===== src/sv/scpr_pkg.sv =====
// Shared types, codes and constants of the sequenced CRC packet receiver.
// Holds the item structs and the CRC-16/CCITT-FALSE byte update; no dependencies.
`default_nettype none

package scpr_pkg;

  // Largest data payload of one packet, in bytes.
  localparam int MAX_DATA_BYTES = 256;
  localparam int HEADER_BYTES   = 4;

  localparam int POS_W = $clog2(HEADER_BYTES + MAX_DATA_BYTES + 1);
  localparam int LEN_W = 9;

  localparam logic [POS_W-1:0] HEADER_LEN = POS_W'(HEADER_BYTES);
  localparam logic [POS_W-1:0] PACKET_END = POS_W'(HEADER_BYTES + MAX_DATA_BYTES);

  localparam logic [1:0] CMD_BYTE   = 2'd0;
  localparam logic [1:0] CMD_START  = 2'd1;
  localparam logic [1:0] CMD_REPORT = 2'd2;

  localparam logic [1:0] KIND_NACK  = 2'd0;
  localparam logic [1:0] KIND_WRITE = 2'd1;
  localparam logic [1:0] KIND_ACK   = 2'd2;

  localparam logic [15:0] CRC_INIT = 16'hFFFF;
  localparam logic [15:0] CRC_POLY = 16'h1021;

  typedef struct packed {
    logic [1:0] cmd;
    logic [7:0] byte_value;
    logic       last_byte;
    logic       flash_ok;
  } in_item_t;

  typedef struct packed {
    logic [1:0]       reply_kind;
    logic [31:0]      write_address;
    logic [LEN_W-1:0] write_length;
    logic [31:0]      total_received;
  } out_item_t;

  // Advance the CRC by one byte, MSB first.
  function automatic logic [15:0] crc_byte(input logic [15:0] crc, input logic [7:0] b);
    logic [15:0] c;
    c = crc ^ {b, 8'h00};
    for (int k = 0; k < 8; k++) begin
      if (c[15]) begin
        c = {c[14:0], 1'b0} ^ CRC_POLY;
      end else begin
        c = {c[14:0], 1'b0};
      end
    end
    return c;
  endfunction

endpackage

`default_nettype wire


===== src/sv/sequenced_crc_packet_receiver_unit.sv =====
// Top level of the sequenced CRC packet receiver: packet parse, checks, flash handshake.
// Depends on scpr_pkg and scpr_out_queue.
`default_nettype none

// Stop-and-wait receiver for update packets, one byte per item. A packet is a
// 16-bit sequence number and a 16-bit CRC (both little-endian) followed by up
// to MAX_DATA_BYTES data bytes; a CRC-16/CCITT-FALSE runs over the data. On the
// last byte the block answers NACK for a short, overlong, out-of-sequence or
// corrupt packet, or else a flash write request at image_base plus the
// committed total. A flash report item then commits the packet (ACK) or
// rejects it (NACK). A start item clears the session; image_base is kept.
// Every item is handled combinationally: the byte CRC update, the checks and
// the state update sit between the input port and the state and result
// registers, so one item is taken per clock while in_ready is high. Results
// go into a two-entry queue, so input items keep flowing while one result
// waits on out_ready; in_ready drops only when both entries are held. Write
// image_base through cfg_wen/cfg_wdata only while the block is idle.
module sequenced_crc_packet_receiver_unit
  import scpr_pkg::*;
(
  input  wire logic        clk,
  input  wire logic        rst,
  input  wire logic        cfg_wen,
  input  wire logic [31:0] cfg_wdata,
  input  wire logic        in_valid,
  output logic             in_ready,
  input  wire in_item_t    in_item,
  output logic             out_valid,
  input  wire logic        out_ready,
  output out_item_t        out_item
);

  // Configuration.
  logic [31:0] image_base;

  // Packet state.
  logic [POS_W-1:0] byte_position, byte_position_next;
  logic             overlong_flag, overlong_flag_next;
  logic [15:0]      header_sequence, header_sequence_next;
  logic [15:0]      header_crc, header_crc_next;
  logic [15:0]      running_crc, running_crc_next;

  // Session state.
  logic [15:0]      expected_sequence, expected_sequence_next;
  logic [31:0]      committed_total, committed_total_next;
  logic             write_pending, write_pending_next;
  logic [LEN_W-1:0] pending_length, pending_length_next;

  logic       accept;
  logic       queue_full;
  logic       push;
  out_item_t  push_item;

  // Working values for the byte path.
  logic [POS_W-1:0] pos_upd;
  logic             over_upd;
  logic [15:0]      hseq_upd;
  logic [15:0]      hcrc_upd;
  logic [15:0]      crc_upd;
  logic             bad;
  logic [POS_W-1:0] payload_len;

  assign in_ready = !queue_full;
  assign accept   = in_valid && in_ready;

  always_comb begin
    // Hold every register unless the item says otherwise.
    byte_position_next     = byte_position;
    overlong_flag_next     = overlong_flag;
    header_sequence_next   = header_sequence;
    header_crc_next        = header_crc;
    running_crc_next       = running_crc;
    expected_sequence_next = expected_sequence;
    committed_total_next   = committed_total;
    write_pending_next     = write_pending;
    pending_length_next    = pending_length;
    push                   = 1'b0;
    push_item              = '0;

    // Fold the byte into the packet state: header bytes first, then data.
    pos_upd  = byte_position;
    over_upd = overlong_flag;
    hseq_upd = header_sequence;
    hcrc_upd = header_crc;
    crc_upd  = running_crc;
    if (byte_position < HEADER_LEN) begin
      unique case (byte_position[1:0])
        2'd0:    hseq_upd = {header_sequence[15:8], in_item.byte_value};
        2'd1:    hseq_upd = {in_item.byte_value, header_sequence[7:0]};
        2'd2:    hcrc_upd = {header_crc[15:8], in_item.byte_value};
        default: hcrc_upd = {in_item.byte_value, header_crc[7:0]};
      endcase
      pos_upd = byte_position + POS_W'(1);
    end else if (byte_position < PACKET_END) begin
      crc_upd = crc_byte(running_crc, in_item.byte_value);
      pos_upd = byte_position + POS_W'(1);
    end else begin
      // Drop the byte past the data limit; just mark the packet overlong.
      over_upd = 1'b1;
    end

    payload_len = pos_upd - HEADER_LEN;
    bad = (pos_upd < HEADER_LEN) || over_upd || (hseq_upd != expected_sequence) ||
          (crc_upd != hcrc_upd);

    if (accept) begin
      unique case (in_item.cmd)
        CMD_START: begin
          byte_position_next     = '0;
          overlong_flag_next     = 1'b0;
          header_sequence_next   = '0;
          header_crc_next        = '0;
          running_crc_next       = CRC_INIT;
          expected_sequence_next = '0;
          committed_total_next   = '0;
          write_pending_next     = 1'b0;
          pending_length_next    = '0;
        end
        CMD_REPORT: begin
          if (write_pending) begin
            write_pending_next  = 1'b0;
            pending_length_next = '0;
            push                = 1'b1;
            if (in_item.flash_ok) begin
              committed_total_next   = committed_total + 32'(pending_length);
              expected_sequence_next = expected_sequence + 16'd1;
              push_item.reply_kind   = KIND_ACK;
            end else begin
              push_item.reply_kind   = KIND_NACK;
            end
            push_item.total_received = committed_total_next;
          end
        end
        CMD_BYTE: begin
          // Ignore bytes, the last one too, while a flash write is outstanding.
          if (!write_pending) begin
            if (in_item.last_byte) begin
              push                     = 1'b1;
              push_item.total_received = committed_total;
              if (bad) begin
                push_item.reply_kind = KIND_NACK;
              end else begin
                push_item.reply_kind    = KIND_WRITE;
                push_item.write_address = image_base + committed_total;
                push_item.write_length  = LEN_W'(payload_len);
                write_pending_next      = 1'b1;
                pending_length_next     = LEN_W'(payload_len);
              end
              // Return the packet state to its reset values.
              byte_position_next   = '0;
              overlong_flag_next   = 1'b0;
              header_sequence_next = '0;
              header_crc_next      = '0;
              running_crc_next     = CRC_INIT;
            end else begin
              byte_position_next   = pos_upd;
              overlong_flag_next   = over_upd;
              header_sequence_next = hseq_upd;
              header_crc_next      = hcrc_upd;
              running_crc_next     = crc_upd;
            end
          end
        end
        default: begin
          // Unused command: drop it.
        end
      endcase
    end
  end

  always_ff @(posedge clk) begin
    if (rst) begin
      image_base        <= '0;
      byte_position     <= '0;
      overlong_flag     <= 1'b0;
      header_sequence   <= '0;
      header_crc        <= '0;
      running_crc       <= CRC_INIT;
      expected_sequence <= '0;
      committed_total   <= '0;
      write_pending     <= 1'b0;
      pending_length    <= '0;
    end else begin
      if (cfg_wen) begin
        image_base <= cfg_wdata;
      end
      byte_position     <= byte_position_next;
      overlong_flag     <= overlong_flag_next;
      header_sequence   <= header_sequence_next;
      header_crc        <= header_crc_next;
      running_crc       <= running_crc_next;
      expected_sequence <= expected_sequence_next;
      committed_total   <= committed_total_next;
      write_pending     <= write_pending_next;
      pending_length    <= pending_length_next;
    end
  end

  scpr_out_queue u_out_queue (
    .clk       (clk),
    .rst       (rst),
    .push      (push),
    .push_item (push_item),
    .full      (queue_full),
    .out_valid (out_valid),
    .out_ready (out_ready),
    .out_item  (out_item)
  );

endmodule

`default_nettype wire


===== src/sv/scpr_out_queue.sv =====
// Two-entry result queue of the sequenced CRC packet receiver.
// Depends on scpr_pkg for the result item type.
`default_nettype none

module scpr_out_queue
  import scpr_pkg::*;
(
  input  wire logic      clk,
  input  wire logic      rst,
  input  wire logic      push,
  input  wire out_item_t push_item,
  output logic           full,
  output logic           out_valid,
  input  wire logic      out_ready,
  output out_item_t      out_item
);

  out_item_t  entry [2];
  logic       wr_ptr;
  logic       rd_ptr;
  logic [1:0] count;
  logic       pop;

  assign pop       = out_valid && out_ready;
  assign out_valid = (count != 2'd0);
  assign full      = (count == 2'd2);
  assign out_item  = entry[rd_ptr];

  always_ff @(posedge clk) begin
    if (push) begin
      entry[wr_ptr] <= push_item;
    end
  end

  always_ff @(posedge clk) begin
    if (rst) begin
      wr_ptr <= 1'b0;
      rd_ptr <= 1'b0;
      count  <= 2'd0;
    end else begin
      if (push) begin
        wr_ptr <= ~wr_ptr;
      end
      if (pop) begin
        rd_ptr <= ~rd_ptr;
      end
      count <= count + {1'b0, push} - {1'b0, pop};
    end
  end

endmodule

`default_nettype wire


===== config.mk =====
export PLATFORM = sky130hd
export DESIGN_NAME = sequenced_crc_packet_receiver_unit
export DESIGN_NICKNAME = d
export VERILOG_FILES = /design/src/sv/scpr_pkg.sv /design/src/sv/sequenced_crc_packet_receiver_unit.sv /design/src/sv/scpr_out_queue.sv
export SDC_FILE = /design/constraint.sdc
export NUM_CORES = 1
export LEC_CHECK = 0
export BUFFER_PORTS_ARGS = -buffer_cell sky130_fd_sc_hd__buf_2
export CORE_MARGIN = 3
export CORE_UTILIZATION = 55
export DETAILED_ROUTE_END_ITERATION = 10
export GPL_TIMING_DRIVEN = 0
export HOLD_SLACK_MARGIN = 0.12
export MAX_ROUTING_LAYER = met4
export PLACE_DENSITY = 0.85
export SYNTH_ARGS = -nofsm -noshare
export SYNTH_HDL_FRONTEND = slang
export SYNTH_SLANG_ARGS = --single-unit

===== constraint.sdc =====
create_clock -name clk -period 16.9 [get_ports clk]
set_input_delay 2.535 -clock clk [delete_from_list [all_inputs] [get_ports clk]]
set_output_delay 2.535 -clock clk [all_outputs]
set_load 0.01 [all_outputs]

After elaboration in Yosys (flattened, before gate mapping)
Memories as Yosys holds them, arrays and structs flattened. A register that Yosys moved wholly into a read port is not among the register bits.
Cells that the tools add are included.
{"block": "op_classes", "n_addsub": 7, "magnitude_cmp": 3, "n_eq_ne": 12, "n_mux": 82, "bitwise": 11, "reduce_logical": 20}
{"op": "$mux W16", "n": 26}
{"op": "$pmux W16 S2", "n": 6}
{"op": "$mux W74", "n": 2}
{"op": "$pmux W32 S2", "n": 2}
{"op": "$mux W13", "n": 8}
{"op": "$mux W32", "n": 3}
{"op": "$mux W41", "n": 2}
{"op": "$mux W75", "n": 1}
{"op": "$mux W9", "n": 8}
{"op": "$add A32 B32 Y32", "n": 1}
{"op": "$add A32 B9 Y32", "n": 1}
{"op": "$ne A16 B16 Y1", "n": 2}
{"op": "$pmux W9 S3", "n": 1}
{"op": "$not A3 Y3", "n": 8}
{"op": "$lt A9 B3 Y1 const B", "n": 2}
{"op": "$pmux W9 S2", "n": 1}
{"op": "$add A16 B1 Y16 const B", "n": 1}
{"op": "$mux W1", "n": 16}
{"op": "$xor A16 B16 Y16", "n": 1}
{"op": "$ne A2 B2 Y1 const B", "n": 5}
{"op": "$add A9 B1 Y9 const B", "n": 1}
{"op": "$lt A9 B9 Y1 const B", "n": 1}
{"op": "$sub A9 B3 Y9 const B", "n": 1}
{"op": "$reduce_bool A2 Y1", "n": 4}
{"op": "other kinds (18)", "n": 31}
{"block": "totals", "reg_bits": 152, "ram_bits": 150, "output_inout_bits": 77, "memories": 1}
{"memory": "u_out_queue.entry", "depth": 2, "width": 75, "rd": 1, "rd_clocked_by_memory_dff": 1, "wr": 1, "line": "scpr_out_queue.sv:18", "text": "out_item_t entry [2];"}

Depth between registers and ports, before layout
{"block": "logic_depth", "depth_word": 40, "mapped_depth": 15, "ltp_nobuf": 12}

By module
A second synthesis with hierarchy kept.
{"block": "hier_totals", "hier_cells": 1537, "hier_area_um2": 15927.8}
{"module": "sequenced_crc_packet_receiver_unit", "n_inst": 1, "cells_per_inst": 1281, "area_each_um2": 10070.9, "seq_area_each_um2": 2962.8}
{"module": "scpr_out_queue", "n_inst": 1, "cells_per_inst": 256, "area_each_um2": 5856.9, "seq_area_each_um2": 4604.4}

Least setup slack after synthesis
OpenSTA, ideal clock, no wires.
{"block": "synth_path", "path_type": "input-to-reg", "startpoint": "in in_item[11] in the netlist's numbering", "endpoint": "mem u_out_queue.entry[0][0] in the netlist's numbering, enable pin", "setup_ns": 0.533, "t_arrival_ns": 7.008, "t_required_ns": 16.367, "slack_ns": 9.359, "path_stages": 5, "path_buffers": 3, "cell_sequence": "clkbuf_1 > nand3_1 > clkbuf_1 > buf_1 > a21oi_1"}
{"block": "synth_between", "elab_chain_cells": 5, "word_cells_on_any_way": 6, "classes_between": "1 x eq/ne; 4 x mux; 1 x reduce/logical"}
{"item": "start, declared", "line": "sequenced_crc_packet_receiver_unit.sv:27", "text": "input wire in_item_t in_item,"}
{"item": "$eq A2 B2 Y1 / $logic_not A2 Y1 (equally long branches)", "line": "sequenced_crc_packet_receiver_unit.sv:107", "text": "unique case (in_item.cmd)"}
{"item": "$pmux W1 S2 (*)", "line": "sequenced_crc_packet_receiver_unit.sv:107"}
{"item": "$mux W1 (*)", "line": "sequenced_crc_packet_receiver_unit.sv:106", "text": "if (accept) begin"}
{"item": "$mux W1 (*)", "line": "scpr_out_queue.sv:30", "text": "if (push) begin"}
{"item": "$mux W1 (implied by the code) (*)", "line": "scpr_out_queue.sv:31", "text": "entry[wr_ptr] <= push_item;"}
{"item": "end, declared", "line": "scpr_out_queue.sv:18"}
Every way passes the cells marked *; elsewhere a longest branch is shown, timed or not.

==> out/metrics.cfg <==
[outcome]
status=finished clean

[layout]
multi_input_area_um2=7980
regArea_um2=7570
fill_cells=2254
fin_nets=1875
drive_gt1_share_pct=15.8
final_cell_count_no_fill=2180
area.growth.synth_to_final_pct=14.0

[cts]
ctsHoldBuffers=0
cts.clk_slew.worst_paths_ns=0.07
post_cts_buffers=0
cts_buffer_depth=3
root_buffer=clkbuf_16
clkLatencyLatePin_ns=0.58
cts_tree=done
cts_resized=0
cts_sinks=303
cts_inserted_buffers=31
htree_levels=1

[place]
placedCellCount=2121
post-place-ws_ns=10.64
dp_hpwl_mm=32.3
port-buffer-count=118
gp_congestion=0.957

[pwr]
p_sw_share_pct=25.3
p_int_mw=1.29
p_sw_uw=437
power_density_nw_per_um2=94.5
peakVddDrop_v=0.0000930
clkPwrFrac_pct=41.3
seq_power_share_pct=45.6
power.leakage_nw=6.60
pwr-share-comb_pct=13.1

[global_route]
busiest_layer=met2
grt_max_degree=53
grt_antenna_before_repair=1
grt_use_met1_pct=37.5
grt_pass1_wl_mm=68.8
grt_pass1_vias=12800
met2_usage_pct=44.6
track_usage_pct=28.4
grt_remaining_overflow=0
met3_usage_pct=3.97

[synthesis]
synth_top_area_share_pct=28.1
synth_cell_types=73
synthesis.nets=1720
postSynthCellCount=1621
yosysTopAreaCell=edfxtp_1
ys_top_cells_by_count=nor2_1 (182), dfxtp_1 (153), edfxtp_1 (150)
synth-async-reset-ratio_pct=0
synthFlopType=dfxtp_1
synth_area_per_cell_um2=9.88
ys_ff_latch=303
synth_most_common_cell=nor2_1
yosys-top-cells-area=edfxtp_1 (28%), dfxtp_1 (19%), mux2_2 (5.3%)
synthesis.area_um2=16000
synth_seq_area_share_pct=47.2
yosys_warnings=0
synth_edf_count=150

[route]
routed-via-count=13400
detail-route-antenna-nets=0
wl_per_cell_um=20.3
vias_per_cell=6.14
finalWirelength_mm=44.2
drt_first_pass_iters=5
drt_iter0_drc=1500
drcViolationCount=0

[worst_hold_path]
hold_class=reg -> reg
min_from=pending_length[4]

[sta]
finalCritPeriodShare_pct=34.2
slew_headroom_pct=11.4
fin_ws_ns=11.12
clock_skew_ns=0.0166
rsz0062_at_grt=no
tightest_slew_ns=1.32
tns_ns=0
clock.fmax_mhz=173
drv_slew=0
min_period_ns=5.78
setup_viol=0
finalHoldViolCount=0

[floorplanning]
rows=61
chipWidth_um=177
die_area_um2=31200
die_h_um=177
ios=126
core_region_area_um2=28200
initial_utilization_pct=56.7

[flow_run]
drv_cap=0

[critical_path]
worstPathArrival_ns=6.18
worst_setup_path_start_kind=primary input
crit_start=in_item[7]
cp_max_fo=10
cp.required_ns=17.31
end_kind=register
timing.rr.start=byte_position[7]
path_class=in -> reg

==> layer usage <==
layer / vias to the layer above / share of wire, %
met4: 0 / 4.3
met1: 6357 / 41
met5: - / 0
li1: 6245 / -
met2: 664 / 46
met3: 127 / 8.4
==> sequential cells by signal, summed over array words and instances (netlist names), named ones only <==
name and cells:
running_crc 16, header_sequence 16, image_base 32, header_crc 16
committed_total 32, write_pending 1, u_out_queue.entry 150, pending_length 9
expected_sequence 16, u_out_queue.rd_ptr 1, overlong_flag 1, u_out_queue.wr_ptr 1
u_out_queue.count 2, byte_position 9
==> worst max-delay path, cell delays in order <==
cell and delay (ns):
clkbuf_1 0.27, xnor2_1 0.63, xnor2_1 0.19, nor3_1 0.06, a21oi_1 0.31, xnor2_1 0.15
or4_1 0.57, nor4_2 0.59, nand3_2 0.21, clkbuf_1 0.40, nor2_1 0.28
==> per-stage QoR <==
step | hold slack, ns | utilization (%) | power [mW] | cell area, µm²
floorplan | 0.437 | - | 0.945 | 16000
global placement | 0.452 | 60.5 | 1.02 | 17100
detailed placement | 0.454 | 60.8 | 1.03 | 17200
CTS | 0.469 | 64.6 | 1.73 | 18300
global route | 0.481 | 64.7 | 1.78 | 18300
finish | 0.465 | 64.7 | 1.73 | 18300
==> path summary, 6_finish.rpt <==
| check | endpoint | slack (ns) | cells past startpoint |
|---|---|---|---|
| setup reg to reg | u_out_queue.entry[1][63] | 11.97 | 13 |
| setup / recovery | u_out_queue.entry[1][63] | 11.12 | 11 |
| hold reg to reg | pending_length[4] | 0.46 | 2 |
| hold / removal | pending_length[4] | 0.46 | 2 |
==> cells in the final DEF, fill, tap and decap left out, types with 22 or more instances in the layout <==
master / Yosys / layout
a21oi_1: 82 / 81
a22oi_1: 57 / 57
a31oi_1: 23 / 23
buf_2: 5 / 123
clkbuf_1: 71 / 74
clkbuf_16: 0 / 32
dfxtp_1: 153 / 153
edfxtp_1: 150 / 150
ha_1: 48 / 48
inv_1: 36 / 36
mux2_2: 75 / 75
mux2i_1: 46 / 46
nand2_1: 144 / 144
nand2b_1: 24 / 24
nand3_1: 35 / 35
nor2_1: 182 / 182
nor3_1: 41 / 40
o21ai_0: 81 / 81
o31ai_1: 27 / 27
or3_1: 22 / 22
xnor2_1: 61 / 61
xor2_1: 35 / 35
==> logic make-up (layout without fill, tap and decap cells) <==
group,Yosys count,after routing,synth area share [%]
multiplexers,122,122,8.22
AO/OA/AOI/OAI,375,375,15.2
other,0,1,0
buffers and inverters,125,305,3.04
XOR/XNOR,101,101,5.96
flip-flops,303,303,47.2
AND/OR/NAND/NOR,545,545,16.4
adder cells (fa/ha/maj),50,50,4.00
==> power groups by stage <==
stage | Clock, mW | Sequential [mW] | Combinational, mW
5_1_grt | 0.749 | 0.787 | 0.244
4_1_cts | 0.721 | 0.786 | 0.226
3_3_place_gp | 0 | 0.802 | 0.221
3_5_place_dp | 0 | 0.802 | 0.224
2_1_floorplan | 0 | 0.800 | 0.146
6_report | 0.713 | 0.786 | 0.227
==> final cells by class <==
class / instances / area share [%]
Clock inverter: 19 / 1.16
Buffer: 89 / 1.93
Sequential cell: 303 / 41.4
Multi-Input combinational cell: 1193 / 43.7
Antenna cell: 1 / 0.0137
Clock buffer: 39 / 4.75
Inverter: 36 / 0.740
Tap cell: 378 / 2.59
Timing Repair Buffer: 122 / 3.67
No activity file was read; power rests on OpenSTA's default activity.
